**src/hdl/llcc_pkg.sv**
```systemverilog
`default_nettype none

package llcc_pkg;

  // pixel and result field widths
  localparam int unsigned CHAN_W   = 8;
  localparam int unsigned COL_W    = 12;
  localparam int unsigned CENTER_W = 19;

  // configuration port
  localparam int unsigned CFG_W     = 13;
  localparam int unsigned CFG_IDX_W = 2;

  typedef enum logic [CFG_IDX_W-1:0] {
    CFG_THRESHOLD = 2'd0,
    CFG_FIRST_COL = 2'd1,
    CFG_END_COL   = 2'd2
  } cfg_idx_t;

  localparam logic [CHAN_W-1:0] THRESHOLD_RST = 8'd50;
  localparam logic [CFG_W-1:0]  FIRST_COL_RST = 13'd0;
  localparam logic [CFG_W-1:0]  END_COL_RST   = 13'd4096;

  // column geometry
  localparam int unsigned MAX_ROWS = 2048;
  localparam int unsigned ROWC_W   = $clog2(MAX_ROWS + 1);
  localparam int unsigned CNT_W    = ROWC_W;
  localparam int unsigned SUM_W    = $clog2(MAX_ROWS * (MAX_ROWS - 1) / 2 + 1);
  localparam int unsigned FRAC_W   = 8;
  localparam int unsigned DVD_W    = SUM_W + FRAC_W;
  localparam int unsigned STEP_W   = $clog2(DVD_W);

  // BGR to gray, 14-bit fixed point with rounding
  localparam int unsigned WSUM_W     = 22;
  localparam int unsigned GRAY_SHIFT = 14;
  localparam logic [WSUM_W-1:0] W_BLUE    = 22'd1868;
  localparam logic [WSUM_W-1:0] W_GREEN   = 22'd9617;
  localparam logic [WSUM_W-1:0] W_RED     = 22'd4899;
  localparam logic [WSUM_W-1:0] GRAY_HALF = 22'd8192;

  // front to back queue, depth a power of two
  localparam int unsigned QUEUE_DEPTH = 2;
  localparam int unsigned QPTR_W      = $clog2(QUEUE_DEPTH);
  localparam int unsigned QCNT_W      = $clog2(QUEUE_DEPTH + 1);

  typedef struct packed {
    logic [CHAN_W-1:0] blue;
    logic [CHAN_W-1:0] green;
    logic [CHAN_W-1:0] red;
    logic [COL_W-1:0]  column;
    logic              column_end;
  } pixel_t;

  typedef struct packed {
    logic [COL_W-1:0]    out_column;
    logic [CENTER_W-1:0] center_row;
  } result_t;

  typedef struct packed {
    logic [COL_W-1:0] column;
    logic [CNT_W-1:0] count;
    logic [SUM_W-1:0] row_sum;
  } job_t;

endpackage

`default_nettype wire

```
**src/hdl/llcc_front.sv**
```systemverilog
`default_nettype none

module llcc_front (
  input  wire logic                          clk,
  input  wire logic                          rst_n,
  input  wire logic                          in_valid,
  output logic                               in_ready,
  input  wire llcc_pkg::pixel_t              in_data,
  input  wire logic                          cfg_we,
  input  wire logic [llcc_pkg::CFG_IDX_W-1:0] cfg_index,
  input  wire logic [llcc_pkg::CFG_W-1:0]    cfg_data,
  output logic                               q_push,
  output llcc_pkg::job_t                     q_job,
  input  wire logic                          q_full
);

  logic [llcc_pkg::CHAN_W-1:0] thr_r;
  logic [llcc_pkg::CFG_W-1:0]  first_col_r;
  logic [llcc_pkg::CFG_W-1:0]  end_col_r;

  logic                         s1_valid_r;
  logic [llcc_pkg::WSUM_W-1:0]  s1_wsum_r;
  logic [llcc_pkg::COL_W-1:0]   s1_col_r;
  logic                         s1_last_r;

  logic [llcc_pkg::ROWC_W-1:0]  row_cnt_r;
  logic [llcc_pkg::CNT_W-1:0]   cnt_r;
  logic [llcc_pkg::SUM_W-1:0]   sum_r;

  logic [llcc_pkg::WSUM_W-1:0]  wsum;
  logic [llcc_pkg::CHAN_W-1:0]  gray;
  logic                         row_active;
  logic                         bright;
  logic [llcc_pkg::CNT_W-1:0]   cnt_nxt;
  logic [llcc_pkg::SUM_W-1:0]   sum_nxt;
  logic [llcc_pkg::CFG_W-1:0]   col_ext;
  logic                         in_range;
  logic                         s1_fire;
  logic                         in_fire;

  // config registers
  always_ff @(posedge clk) begin
    if (!rst_n) begin
      thr_r       <= llcc_pkg::THRESHOLD_RST;
      first_col_r <= llcc_pkg::FIRST_COL_RST;
      end_col_r   <= llcc_pkg::END_COL_RST;
    end else if (cfg_we) begin
      unique case (llcc_pkg::cfg_idx_t'(cfg_index))
        llcc_pkg::CFG_THRESHOLD: thr_r       <= cfg_data[llcc_pkg::CHAN_W-1:0];
        llcc_pkg::CFG_FIRST_COL: first_col_r <= cfg_data;
        llcc_pkg::CFG_END_COL:   end_col_r   <= cfg_data;
        default: ;
      endcase
    end
  end

  // stage 1: weighted channel sum, rounding offset included
  assign wsum = llcc_pkg::W_BLUE  * llcc_pkg::WSUM_W'(in_data.blue)
              + llcc_pkg::W_GREEN * llcc_pkg::WSUM_W'(in_data.green)
              + llcc_pkg::W_RED   * llcc_pkg::WSUM_W'(in_data.red)
              + llcc_pkg::GRAY_HALF;

  // a column end waits in stage 1 until the queue has room
  assign s1_fire  = s1_valid_r && !(s1_last_r && q_full);
  assign in_ready = !s1_valid_r || s1_fire;
  assign in_fire  = in_valid && in_ready;

  always_ff @(posedge clk) begin
    if (!rst_n) begin
      s1_valid_r <= 1'b0;
    end else if (in_ready) begin
      s1_valid_r <= in_valid;
    end
  end

  always_ff @(posedge clk) begin
    if (in_fire) begin
      s1_wsum_r <= wsum;
      s1_col_r  <= in_data.column;
      s1_last_r <= in_data.column_end;
    end
  end

  // stage 2: threshold and accumulate
  assign gray       = s1_wsum_r[llcc_pkg::GRAY_SHIFT +: llcc_pkg::CHAN_W];
  assign row_active = row_cnt_r < llcc_pkg::ROWC_W'(llcc_pkg::MAX_ROWS);
  assign bright     = row_active && (gray > thr_r);
  assign cnt_nxt    = cnt_r + llcc_pkg::CNT_W'(bright);
  assign sum_nxt    = bright ? sum_r + llcc_pkg::SUM_W'(row_cnt_r) : sum_r;

  assign col_ext  = llcc_pkg::CFG_W'(s1_col_r);
  assign in_range = (col_ext >= first_col_r) && (col_ext < end_col_r);

  assign q_push        = s1_fire && s1_last_r && in_range && (cnt_nxt != '0);
  assign q_job.column  = s1_col_r;
  assign q_job.count   = cnt_nxt;
  assign q_job.row_sum = sum_nxt;

  always_ff @(posedge clk) begin
    if (!rst_n) begin
      row_cnt_r <= '0;
      cnt_r     <= '0;
      sum_r     <= '0;
    end else if (s1_fire) begin
      if (s1_last_r) begin
        row_cnt_r <= '0;
        cnt_r     <= '0;
        sum_r     <= '0;
      end else begin
        row_cnt_r <= row_active ? row_cnt_r + 1'b1 : row_cnt_r;
        cnt_r     <= cnt_nxt;
        sum_r     <= sum_nxt;
      end
    end
  end

`ifndef ASSERT_OFF
  a_rows_capped: assert property (@(posedge clk) disable iff (!rst_n)
    row_cnt_r <= llcc_pkg::ROWC_W'(llcc_pkg::MAX_ROWS))
    else $error("row counter past MAX_ROWS");

  a_count_le_rows: assert property (@(posedge clk) disable iff (!rst_n)
    llcc_pkg::ROWC_W'(cnt_r) <= row_cnt_r)
    else $error("bright count above rows seen");

  a_clear_on_end: assert property (@(posedge clk) disable iff (!rst_n)
    s1_fire && s1_last_r |=> row_cnt_r == '0 && cnt_r == '0 && sum_r == '0)
    else $error("accumulators not cleared after column end");
`endif

endmodule

`default_nettype wire

```
**src/hdl/llcc_queue.sv**
```systemverilog
`default_nettype none

module llcc_queue (
  input  wire logic           clk,
  input  wire logic           rst_n,
  input  wire logic           push,
  input  wire llcc_pkg::job_t push_job,
  output logic                full,
  input  wire logic           pop,
  output llcc_pkg::job_t      pop_job,
  output logic                empty
);

  llcc_pkg::job_t              entries_r [llcc_pkg::QUEUE_DEPTH];
  logic [llcc_pkg::QPTR_W-1:0] wr_ptr_r;
  logic [llcc_pkg::QPTR_W-1:0] rd_ptr_r;
  logic [llcc_pkg::QCNT_W-1:0] count_r;

  assign full    = count_r == llcc_pkg::QCNT_W'(llcc_pkg::QUEUE_DEPTH);
  assign empty   = count_r == '0;
  assign pop_job = entries_r[rd_ptr_r];

  always_ff @(posedge clk) begin
    if (push) begin
      entries_r[wr_ptr_r] <= push_job;
    end
  end

  // pointers wrap naturally, depth is a power of two
  always_ff @(posedge clk) begin
    if (!rst_n) begin
      wr_ptr_r <= '0;
      rd_ptr_r <= '0;
      count_r  <= '0;
    end else begin
      if (push) wr_ptr_r <= wr_ptr_r + 1'b1;
      if (pop)  rd_ptr_r <= rd_ptr_r + 1'b1;
      if (push && !pop)      count_r <= count_r + 1'b1;
      else if (pop && !push) count_r <= count_r - 1'b1;
    end
  end

`ifndef ASSERT_OFF
  a_no_overflow: assert property (@(posedge clk) disable iff (!rst_n)
    push |-> !full)
    else $error("push into full queue");

  a_no_underflow: assert property (@(posedge clk) disable iff (!rst_n)
    pop |-> !empty)
    else $error("pop from empty queue");

  a_count_bound: assert property (@(posedge clk) disable iff (!rst_n)
    count_r <= llcc_pkg::QCNT_W'(llcc_pkg::QUEUE_DEPTH))
    else $error("queue count out of range");
`endif

endmodule

`default_nettype wire

```
**src/hdl/llcc_back.sv**
```systemverilog
`default_nettype none

module llcc_back (
  input  wire logic           clk,
  input  wire logic           rst_n,
  input  wire logic           q_empty,
  input  wire llcc_pkg::job_t q_job,
  output logic                q_pop,
  output logic                out_valid,
  input  wire logic           out_ready,
  output llcc_pkg::result_t   out_data
);

  typedef enum logic [2:0] {
    ST_IDLE = 3'b001,
    ST_DIV  = 3'b010,
    ST_DONE = 3'b100
  } state_t;

  state_t                           state_r;
  logic [llcc_pkg::DVD_W-1:0]       dvd_r;
  logic [llcc_pkg::CNT_W-1:0]       div_r;
  logic [llcc_pkg::CNT_W-1:0]       rem_r;
  logic [llcc_pkg::STEP_W-1:0]      step_r;
  logic [llcc_pkg::COL_W-1:0]       col_r;

  logic                             out_valid_r;
  llcc_pkg::result_t                out_data_r;

  logic [llcc_pkg::CNT_W:0]         trial;
  logic [llcc_pkg::CNT_W-1:0]       diff;
  logic                             ge;
  logic                             last_step;
  logic                             out_free;

  // restoring division, one quotient bit per cycle; quotient shifts into dvd_r
  assign trial     = {rem_r, dvd_r[llcc_pkg::DVD_W-1]};
  assign ge        = trial >= {1'b0, div_r};
  assign diff      = trial[llcc_pkg::CNT_W-1:0] - div_r;
  assign last_step = step_r == llcc_pkg::STEP_W'(llcc_pkg::DVD_W - 1);
  assign out_free  = !out_valid_r || out_ready;
  assign q_pop     = (state_r == ST_IDLE) && !q_empty;

  always_ff @(posedge clk) begin
    if (!rst_n) begin
      state_r <= ST_IDLE;
    end else begin
      unique case (state_r)
        ST_IDLE: if (!q_empty) state_r <= ST_DIV;
        ST_DIV:  if (last_step) state_r <= ST_DONE;
        ST_DONE: if (out_free) state_r <= ST_IDLE;
        default: state_r <= ST_IDLE;
      endcase
    end
  end

  always_ff @(posedge clk) begin
    if (q_pop) begin
      dvd_r  <= {q_job.row_sum, {llcc_pkg::FRAC_W{1'b0}}};
      div_r  <= q_job.count;
      rem_r  <= '0;
      step_r <= '0;
      col_r  <= q_job.column;
    end else if (state_r == ST_DIV) begin
      dvd_r  <= {dvd_r[llcc_pkg::DVD_W-2:0], ge};
      rem_r  <= ge ? diff : trial[llcc_pkg::CNT_W-1:0];
      step_r <= step_r + 1'b1;
    end
  end

  // output register: next division runs while a result waits here
  always_ff @(posedge clk) begin
    if (!rst_n) begin
      out_valid_r <= 1'b0;
    end else if (state_r == ST_DONE && out_free) begin
      out_valid_r <= 1'b1;
    end else if (out_ready) begin
      out_valid_r <= 1'b0;
    end
  end

  always_ff @(posedge clk) begin
    if (state_r == ST_DONE && out_free) begin
      out_data_r.out_column <= col_r;
      out_data_r.center_row <= dvd_r[llcc_pkg::CENTER_W-1:0];
    end
  end

  assign out_valid = out_valid_r;
  assign out_data  = out_data_r;

`ifndef ASSERT_OFF
  a_rem_below_div: assert property (@(posedge clk) disable iff (!rst_n)
    state_r == ST_DIV |-> rem_r < div_r)
    else $error("division remainder not below divisor");

  a_load_from_done: assert property (@(posedge clk) disable iff (!rst_n)
    $rose(out_valid_r) |-> $past(state_r == ST_DONE))
    else $error("result loaded outside done state");

  a_step_advance: assert property (@(posedge clk) disable iff (!rst_n)
    state_r == ST_DIV && !last_step |=> state_r == ST_DIV && step_r == $past(step_r) + 1'b1)
    else $error("division step lost");
`endif

endmodule

`default_nettype wire

```
**src/hdl/laser_line_column_centroid.sv**
```systemverilog
// Laser stripe centre per image column (gray gravity centre).
// Input channel in_valid/in_ready/in_data: one pixel a beat, columns streamed
// top row first, column_end set on the bottom pixel. Pixels are taken at one
// per cycle while in_ready is high; only rows below MAX_ROWS of a column count.
// Result channel out_valid/out_ready/out_data: one beat per column that lies in
// [first_column, end_column) and holds a pixel whose gray exceeds the threshold;
// center_row is the mean bright row with 8 fraction bits, truncated.
// Config: cfg_we writes cfg_data into register cfg_index (0 threshold,
// 1 first column, 2 end column); write only while the block is idle.
// A column_end beat's result passes through stage 1, the queue, the divider and
// the output register. The shared bit-serial divider works on one column at a
// time; a two-entry queue holds finished columns ahead of it, so when the queue
// is full a column end stalls in_ready.
// Reset (synchronous, rst_n low) restores register defaults and drops any
// partial column, queued column and pending result.
// When the receiver stalls, the result waits in the output register, the next
// division still runs, then the queue fills and in_ready drops on a column end.
`default_nettype none

module laser_line_column_centroid (
  input  wire logic                           clk,
  input  wire logic                           rst_n,
  input  wire logic                           in_valid,
  output logic                                in_ready,
  input  wire llcc_pkg::pixel_t               in_data,
  output logic                                out_valid,
  input  wire logic                           out_ready,
  output llcc_pkg::result_t                   out_data,
  input  wire logic                           cfg_we,
  input  wire logic [llcc_pkg::CFG_IDX_W-1:0] cfg_index,
  input  wire logic [llcc_pkg::CFG_W-1:0]     cfg_data
);

  logic           q_push;
  logic           q_full;
  logic           q_pop;
  logic           q_empty;
  llcc_pkg::job_t push_job;
  llcc_pkg::job_t pop_job;

  llcc_front u_front (
    .clk       (clk),
    .rst_n     (rst_n),
    .in_valid  (in_valid),
    .in_ready  (in_ready),
    .in_data   (in_data),
    .cfg_we    (cfg_we),
    .cfg_index (cfg_index),
    .cfg_data  (cfg_data),
    .q_push    (q_push),
    .q_job     (push_job),
    .q_full    (q_full)
  );

  llcc_queue u_queue (
    .clk      (clk),
    .rst_n    (rst_n),
    .push     (q_push),
    .push_job (push_job),
    .full     (q_full),
    .pop      (q_pop),
    .pop_job  (pop_job),
    .empty    (q_empty)
  );

  llcc_back u_back (
    .clk       (clk),
    .rst_n     (rst_n),
    .q_empty   (q_empty),
    .q_job     (pop_job),
    .q_pop     (q_pop),
    .out_valid (out_valid),
    .out_ready (out_ready),
    .out_data  (out_data)
  );

endmodule

`default_nettype wire

```
**config.mk**
```make
export PLATFORM = sky130hd
export DESIGN_NAME = laser_line_column_centroid
export DESIGN_NICKNAME = d
export VERILOG_FILES = /design/src/hdl/llcc_pkg.sv /design/src/hdl/llcc_front.sv /design/src/hdl/llcc_queue.sv /design/src/hdl/llcc_back.sv /design/src/hdl/laser_line_column_centroid.sv
export SDC_FILE = /design/constraint.sdc
export NUM_CORES = 1
export LEC_CHECK = 0
export BUFFER_PORTS_ARGS = -buffer_cell sky130_fd_sc_hd__buf_4
export CORE_ASPECT_RATIO = 0.8
export CORE_UTILIZATION = 60
export CTS_CLUSTER_DIAMETER = 120
export DETAILED_ROUTE_END_ITERATION = 10
export HOLD_SLACK_MARGIN = 0.15
export PLACE_DENSITY = 0.81
export RECOVER_POWER = 50
export SYNTH_ARGS = -nofsm -noshare
export SYNTH_HDL_FRONTEND = slang
export SYNTH_SLANG_ARGS = --single-unit
```
**constraint.sdc**
```tcl
create_clock -name clk -period 26.6 [get_ports clk]
set_input_delay 5.32 -clock clk [delete_from_list [all_inputs] [get_ports clk]]
set_output_delay 5.32 -clock clk [all_outputs]
set_load 0.03 [all_outputs]
```
==> reports/qor.csv, run 1 <==
stage,metric,value,unit
yosys,synth_nets,2047,
finish,antennaDiodeCount,0,
hold_path,hold_class,flop to flop,
worst_setup_path,critPathRequiredTime,26.88,ns
floorplanning,io_pins,90,
worst_setup_path,r2r_start,u_front.s1_wsum_r[18],
detailed_routing,drc,0,
timing,skew,0.0197,ns
global_routing,antenna_found_initial,0,
global_routing,grt_overflow,0,
yosys,synth_cells,1697,
clock_tree,cts_resized,0,
timing,hold_viol_final,0,
detailed_routing,first_pass_iters,5,
timing,finalCritPeriodShare,45.6,%
detailed_routing,wl_met2,17600,microns
floorplanning,fp.dieW,197,microns
yosys,synth_largest_area_cell,edfxtp_1,
global_routing,track_usage,24.1,%
yosys,yosysSeqAreaShare,43.1,%
worst_setup_path,cp_data_arrival_time,12.40,ns
job,cap_viol_max_count,4,
worst_setup_path,critPathLaunch,in_data[31],
hold_path,min-delay-start,u_back.col_r[5],
clock_tree,post-cts-setup-buffer-count,0,
placement,port_buffers,89,
finish,instances_no_fill,2207,
detailed_routing,drtAntennaViolNets,0,
yosys,synth-main-ff-cell,edfxtp_1,
pwr,leakagePower,8.74,nW
timing,fin_setup_tns,0,ns
run_status,status,"complete, but fails checks",
pwr,p_comb_share,53.1,%
worst_setup_path,cpLargestDelayFamily,adder cells,
yosys,async_flop_share,0,%
pwr,p_switching,0.873,mW
detailed_routing,first_iter_violations,744,
worst_setup_path,cp_slowest_cell,fa_1,
global_routing,grt_max_degree,65,
timing,min_period,12.12,ns
detailed_routing,post_drt_wl_per_cell,16.4,microns
worst_setup_path,cp_slowest_stage_delay,0.56,ns
placement,dpl.hpwl,26900,microns
finish,nets,2127,
clock_tree,clk_latency,0.56,ns
detailed_routing,wl,36200,microns
worst_setup_path,endpoint_kind,flop,
timing,fmax,0.0825,GHz
pwr,p_clk_share,18.4,%
pwr,seqPwrFrac,28.5,%
detailed_routing,top_layer,met4,
yosys,synthTopCellsByCount,"260 x inv_1, 204 x ha_1, 187 x edfxtp_1",
clock_tree,path_clk_slew,0.06,ns
yosys,synth_area,18300,sq um
worst_setup_path,critical_path_buf_inv_count,7,
yosys,synth_top_area_share,30.6,%
timing,setup_viol,0,
yosys,synth-seq-cells,301,
clock_tree,cts_hold_buf,0,
yosys,synth_edf_count,187,
detailed_routing,via_per_inst,5.53,
pwr,p_int,1.35,mW
detailed_routing,num_vias,12195,
yosys,postSynthAreaPerCell,10.8,sq um
placement,finalWeightedCongestion,0.854,
floorplanning,die_y,158,microns
finish,drive_gt1_share,10.7,%
detailed_routing,wl_met1,16100,microns
floorplanning,start_util,61.7,%
yosys,synth.most_common_cell,inv_1,
yosys,yosys-top-cells-area,"edfxtp_1 31%, ha_1 14%, dfxtp_1 12%",
global_routing,grt_first_pass_wirelength,60500,microns
timing,rsz0062_at_grt,false,
timing,drv_slew,123,
worst_setup_path,start_kind,input pin,
clock_tree,clock_sinks,301,
pwr,power.share.switching,39.3,%
pwr,ir_worst_vdd,165,uV
pwr,finalPower,2.22,mW
yosys,ys_types,83,
clock_tree,clock-root-buffer,clkbuf_16,
detailed_routing,wl_met3,1740,microns
clock_tree,cts_tree,built,
timing,maxSlewHeadroom,-107,%
placement,dp_cells,2151,
finish,postLayoutCoreUtil,68.2,%
clock_tree,cts_inserted_buffers,30,
yosys,yosysWarnings,0,
floorplanning,fp.coreArea,29700,sq um
finish,syn2layout_area_growth,10.5,%
floorplanning,dieArea,31300,sq um
worst_setup_path,crit_fanout,5,
pwr,powerDensity,110,nW/um^2
run_status,violations,"max-capacitance violations, max-slew violations",
floorplanning,rows,56,
worst_setup_path,path_class,input pin to flop,
clock_tree,ctsLongestPathBuffers,3,
timing,worstMarginPinSlew,3.10,ns
clock_tree,htreeDepth,1,
global_routing,grt_pass1_vias,12544,
-- worst register-to-register path, cell delays in order, from the launching register on --
cell,delay (ns)
edfxtp_1,0.37
ha_1,0.31
nand3_1,0.10
o21bai_1,0.16
a31oi_1,0.16
o311a_1,0.18
clkbuf_1,1.08
ha_1,0.41
nand4_1,0.17
nor3_1,0.66
mux2i_1,0.17
mux2_4,0.29
a211oi_1,0.46
nand3_2,0.14
inv_1,0.08
clkbuf_1,1.85
-- through the flow --
stage	hold slack (ns)	setup slack (ns)	instance area [sq um]
after floorplan	0.400	14.61	18300
after global placement	0.401	14.21	19400
after detailed placement	0.405	13.90	19400
after CTS	0.420	14.49	20300
after global routing	0.423	14.08	20300
final	0.419	14.48	20300
-- layout by cell type, fill, tap and decap left out, types with 8 or more instances in the layout --
| master | n |
|---|---|
| a21o_1 | 15 |
| a21oi_1 | 88 |
| a22oi_1 | 16 |
| a31oi_1 | 10 |
| and3_1 | 11 |
| buf_4 | 92 |
| clkbuf_1 | 9 |
| clkbuf_16 | 31 |
| dfxtp_1 | 113 |
| edfxtp_1 | 187 |
| fa_1 | 89 |
| ha_1 | 204 |
| inv_1 | 260 |
| mux2_1 | 12 |
| mux2_2 | 23 |
| mux2i_1 | 31 |
| nand2_1 | 147 |
| nand2b_1 | 14 |
| nand3_1 | 30 |
| nand4_1 | 10 |
| nor2_1 | 89 |
| nor2b_1 | 9 |
| nor3_1 | 17 |
| o211ai_1 | 9 |
| o21ai_0 | 70 |
| o21ai_1 | 10 |
| or3_1 | 8 |
| xnor2_1 | 41 |
| xor2_1 | 26 |
-- path summary, 6_finish.rpt --
| check | end | cells after the start | slack [ns] |
|---|---|---|---|
| worst max-delay path | u_front.s1_wsum_r[21] | 29 | 14.48 |
| worst min-delay path | u_back.out_data[24] | 0 | 0.42 |
| worst min register to register | u_back.out_data[24] | 0 | 0.42 |
| worst max register to register | u_queue.entries_r[0][4] | 15 | 19.53 |
-- power by group through the flow --
stage	clock network [mW]	registers [mW]	logic, mW
floorplan	0	0.633	0.908
CTS	0.416	0.633	1.18
finish	0.409	0.634	1.18
detailed placement	0	0.643	1.17
global route	0.434	0.640	1.35
global placement	0	0.641	1.10
-- per-layer routing --
layer / global-route usage, % / vias to the layer above
met5: 0 / -
met4: 6.68 / 0
met3: 2.44 / 65
met2: 42.0 / 288
met1: 32.2 / 5859
li1: - / 5983
-- state kept, by name, indices dropped and copies added (netlist names), 13 cells and up, named ones only --
register             cells
u_queue.entries_r       90
u_back.out_data         31
u_back.dvd_r            29
u_front.sum_r           21
u_front.end_col_r       13
u_front.first_col_r     13
-- logic make-up after synthesis --
family          Yosys count  share of synthesized area [%]
xor+xnor                 67                           3.20
simple gates            380                           9.95
buf+inv                 308                           6.51
flops                   301                           43.1
compound gates          281                           9.71
mux                      67                           3.94
fa+ha+maj               293                           23.6
-- layout make-up --
class / instances / area (sq um)
inverters: 261 / 980
clock buffers: 41 / 853
well taps: 406 / 508
fillers: 2195 / 9440
repair buffers: 95 / 702
multi-input cells: 1088 / 9210
flip-flops and latches: 301 / 7900
clock inverters: 15 / 114
Power figures use the tool's default switching activity.
==> run 2: changes to the inputs <==
--- a/config.mk
+++ b/config.mk
@@ -5,6 +5,7 @@
 export SDC_FILE = /design/constraint.sdc
 export NUM_CORES = 1
 export LEC_CHECK = 0
+export ABC_AREA = 1
 export BUFFER_PORTS_ARGS = -buffer_cell sky130_fd_sc_hd__buf_4
 export CORE_ASPECT_RATIO = 0.8
 export CORE_UTILIZATION = 60
==> constraint.sdc (replaced) <==
create_clock -name clk -period 12.12 [get_ports clk]
set_input_delay 2.424 -clock clk [delete_from_list [all_inputs] [get_ports clk]]
set_output_delay 2.424 -clock clk [all_outputs]
set_load 0.03 [all_outputs]
==> run 2 against run 1 <==
  * The flow still finishes with violations (max-capacitance violations, max-slew violations)
  * Largest power group unchanged
  * Hold slack improved by 0.0032 ns
  * Sequential power increased by 120%
  * Final cell count increased by 17%
==> reports/qor.csv, run 2 <==
stage,metric,value,unit,change
clock_tree,cts_tree,built,,
detailed_routing,first_pass_iters,6,,+1
worst_setup_path,critPathLaunch,in_data[31],,
yosys,synth_cells,2052,,+21%
finish,syn2layout_area_growth,11.1,%,
yosys,synth.most_common_cell,inv_1,,
finish,largest_reg_flops,90,,unchanged
detailed_routing,post_drt_wl_per_cell,16.1,microns,-2.0%
clock_tree,ctsLongestPathBuffers,3,,unchanged
placement,dp_cells,2528,,+18%
global_routing,grt_first_pass_wirelength,67900,microns,+12%
floorplanning,fp.dieW,202,microns,+2.1%
yosys,yosysWarnings,0,,unchanged
pwr,power.share.switching,44.5,%,+5.2 points
floorplanning,die_y,162,microns,+2.1%
worst_setup_path,cp_data_arrival_time,8.94,ns,-3.46 ns
detailed_routing,drc,0,,unchanged
finish,layout_commonest_cell,inv_1,,
worst_setup_path,path_depth,28,,-3.4%
global_routing,antenna_found_initial,1,,+1
clock_tree,cts_hold_buf,0,,unchanged
finish,top_register,u_queue.entries_r,,
yosys,synth_top_area_share,29.3,%,-1.3 points
pwr,p_clk_share,17.9,%,-0.5 points
yosys,synth_edf_count,187,,unchanged
pwr,seqPwrFrac,24.4,%,-4.1 points
worst_setup_path,crit_fanout,5,,unchanged
yosys,synthTopCellsByCount,"399 x inv_1, 384 x nand2_1, 204 x ha_1",,
placement,finalWeightedCongestion,0.926,,+8.4%
finish,mostFrequentLayoutCells,"399 x inv_1, 385 x nand2_1, 204 x ha_1",,
timing,worstMarginPinSlew,3.04,ns,-0.0588 ns
global_routing,grt_max_degree,67,,+3.1%
worst_setup_path,path_class,input pin to flop,,
run_status,status,"complete, but fails checks",,
finish,nets,2491,,+17%
pwr,p_switching,2.59,mW,+200%
finish,multi_input_area,9490,sq um,+3.0%
finish,register_area,7900,sq um,unchanged
floorplanning,io_pins,90,,unchanged
yosys,postSynthAreaPerCell,9.32,sq um,-14%
yosys,async_flop_share,0,%,unchanged
placement,port_buffers,89,,unchanged
yosys,synth_area,19100,sq um,+4.3%
pwr,ir_worst_vdd,338,uV,+100%
clock_tree,htreeDepth,1,,unchanged
run_status,violations,"max-capacitance violations, max-slew violations",,
clock_tree,cts_resized,0,,unchanged
job,cap_viol_max_count,3,,-1
worst_setup_path,start_kind,input pin,,
worst_setup_path,cpLargestDelayFamily,adder cells,,
timing,min_period,8.63,ns,
timing,hold_viol_final,0,,unchanged
worst_setup_path,crit_end,u_front.s1_wsum_r[21],,
placement,dpl.hpwl,31200,microns,+16%
detailed_routing,num_vias,13913,,+14%
worst_setup_path,cp_slowest_cell,fa_1,,
yosys,synth-main-ff-cell,edfxtp_1,,
timing,fin_setup_tns,0,ns,unchanged
timing,skew,0.0137,ns,-0.00592 ns
detailed_routing,wl,41600,microns,+15%
clock_tree,path_clk_slew,0.06,ns,about the same
finish,instances_no_fill,2587,,+17%
floorplanning,dieArea,32600,sq um,+4.3%
clock_tree,cts_inserted_buffers,31,,+3.3%
timing,fmax,0.116,GHz,
timing,whs,0.422,ns,+0.00317 ns
worst_setup_path,critical_path_buf_inv_count,7,,unchanged
yosys,synth_largest_area_cell,edfxtp_1,,
clock_tree,post-cts-setup-buffer-count,0,,unchanged
pwr,p_int,3.23,mW,+140%
yosys,yosysSeqAreaShare,41.3,%,-1.8 points
hold_path,min-delay-start,u_back.col_r[4],,
worst_setup_path,r2r_start,u_front.s1_wsum_r[21],,
detailed_routing,first_iter_violations,945,,+27%
clock_tree,clock-root-buffer,clkbuf_16,,
clock_tree,clk_latency,0.57,ns,about the same
yosys,synth-seq-cells,301,,unchanged
timing,maxSlewHeadroom,-103,%,+3.9 points
floorplanning,fp.coreArea,31400,sq um,+5.8%
finish,drive_gt1_share,10.4,%,-0.27 points
clock_tree,clock_sinks,301,,unchanged
pwr,powerDensity,274,nW/um^2,+150%
timing,rsz0062_at_grt,false,,
timing,setup_viol,0,,unchanged
worst_setup_path,rr_worst_depth,18,,+3
pwr,leakagePower,9.63,nW,+10%
global_routing,track_usage,25.7,%,+1.6 points
worst_setup_path,critPathRequiredTime,12.43,ns,-14.45 ns
detailed_routing,drtAntennaViolNets,0,,unchanged
floorplanning,rows,58,,+3.6%
yosys,ys_types,52,,-37%
worst_setup_path,reg2reg_slack,6.42,ns,-13.11 ns
hold_path,hold_class,flop to flop,,
timing,finalCritPeriodShare,71.2,%,
yosys,synth_nets,2402,,+17%
timing,drv_slew,144,,+17%
detailed_routing,via_per_inst,5.38,,-2.7%
global_routing,grt_pass1_vias,13855,,+10%
finish,nFillCells,2316,,+5.5%
yosys,yosys-top-cells-area,"edfxtp_1 29%, ha_1 13%, dfxtp_1 12%",,
pwr,p_comb_share,57.6,%,+4.5 points
worst_setup_path,cp_slowest_stage_delay,0.55,ns,about the same
floorplanning,start_util,60.9,%,-0.85 points
worst_setup_path,endpoint_kind,flop,,
worst_setup_path,regToRegEndpoint,u_queue.entries_r[0][3],,
global_routing,grt_overflow,0,,unchanged
run 2: cell count changes in the layout (fill, tap and decap cells not counted), sizes merged, moves of 15 or more:
| cell | previous run | this run |
|---|---|---|
| nand2 | 147 | 394 |
| nand3 | 32 | 66 |
| inv | 264 | 405 |
| o21ai | 80 | 122 |
| mux2i | 31 | 0 |
| a22oi | 17 | 0 |
| a21oi | 89 | 142 |
| xnor2 | 41 | 18 |
| buf | 92 | 77 |
run 2: through the flow:
| stage | util, % | instance area (sq um) | total power, mW | worst slack, ns |
|---|---|---|---|---|
| 5_1_grt | 67.7 | 21300 | 6.38 | 3.03 |
| 3_5_place_dp | 64.2 | 20200 | 4.77 | 2.92 |
| 6_report | 67.7 | 21300 | 5.82 | 3.49 |
| 4_1_cts | 67.8 | 21300 | 5.83 | 3.51 |
| 3_3_place_gp | 64.2 | 20200 | 4.68 | 3.04 |
| 2_1_floorplan | - | 19100 | 3.95 | 3.48 |
run 2: cells by family after synthesis:
kind of cell / after synthesis / synth area share (%)
xor+xnor: 41 / 1.88
buf+inv: 443 / 9.03
fa+ha+maj: 293 / 22.7
flops: 301 / 41.3
compound gates: 317 / 9.42
mux: 24 / 1.41
simple gates: 633 / 14.3
run 2: layout make-up:
class,instances,share of cell area [%]
multi-input combinational,1308,44.6
sequential,301,37.1
inverter,405,7.15
clock buffer,38,3.87
timing repair buffer,94,3.27
tap,420,2.47
clock inverter,20,1.48
antenna,1,0.0118
run 2: worst min-delay path by stage:
stage / to / slack (ns) / cells after the start
6_report: u_back.out_data[23] / 0.42 / 0
5_1_grt: u_back.out_data[23] / 0.43 / 0
4_1_cts: u_back.out_data[23] / 0.42 / 0
3_5_place_dp: u_back.out_data[19] / 0.40 / 0
3_3_place_gp: u_back.out_data[24] / 0.40 / 0
2_1_floorplan: u_back.out_data[19] / 0.40 / 0
run 2: metal layers:
layer  track usage, %  part of all wire (%)  vias to the layer above
met5                0                     0                        -
met4             5.41                   1.5                        0
met3             2.79                   5.2                       48
met2             43.6                    47                      381
met1             35.9                    46                     6603
li1                 -                     -                     6881
run 2: power by group through the flow:
| stage | registers (mW) | logic (mW) | clock network (mW) |
|---|---|---|---|
| floorplan | 1.44 | 2.50 | 0 |
| global placement | 1.44 | 3.24 | 0 |
| detailed placement | 1.44 | 3.32 | 0 |
| CTS | 1.42 | 3.35 | 1.06 |
| global route | 1.43 | 3.85 | 1.10 |
| finish | 1.42 | 3.36 | 1.04 |
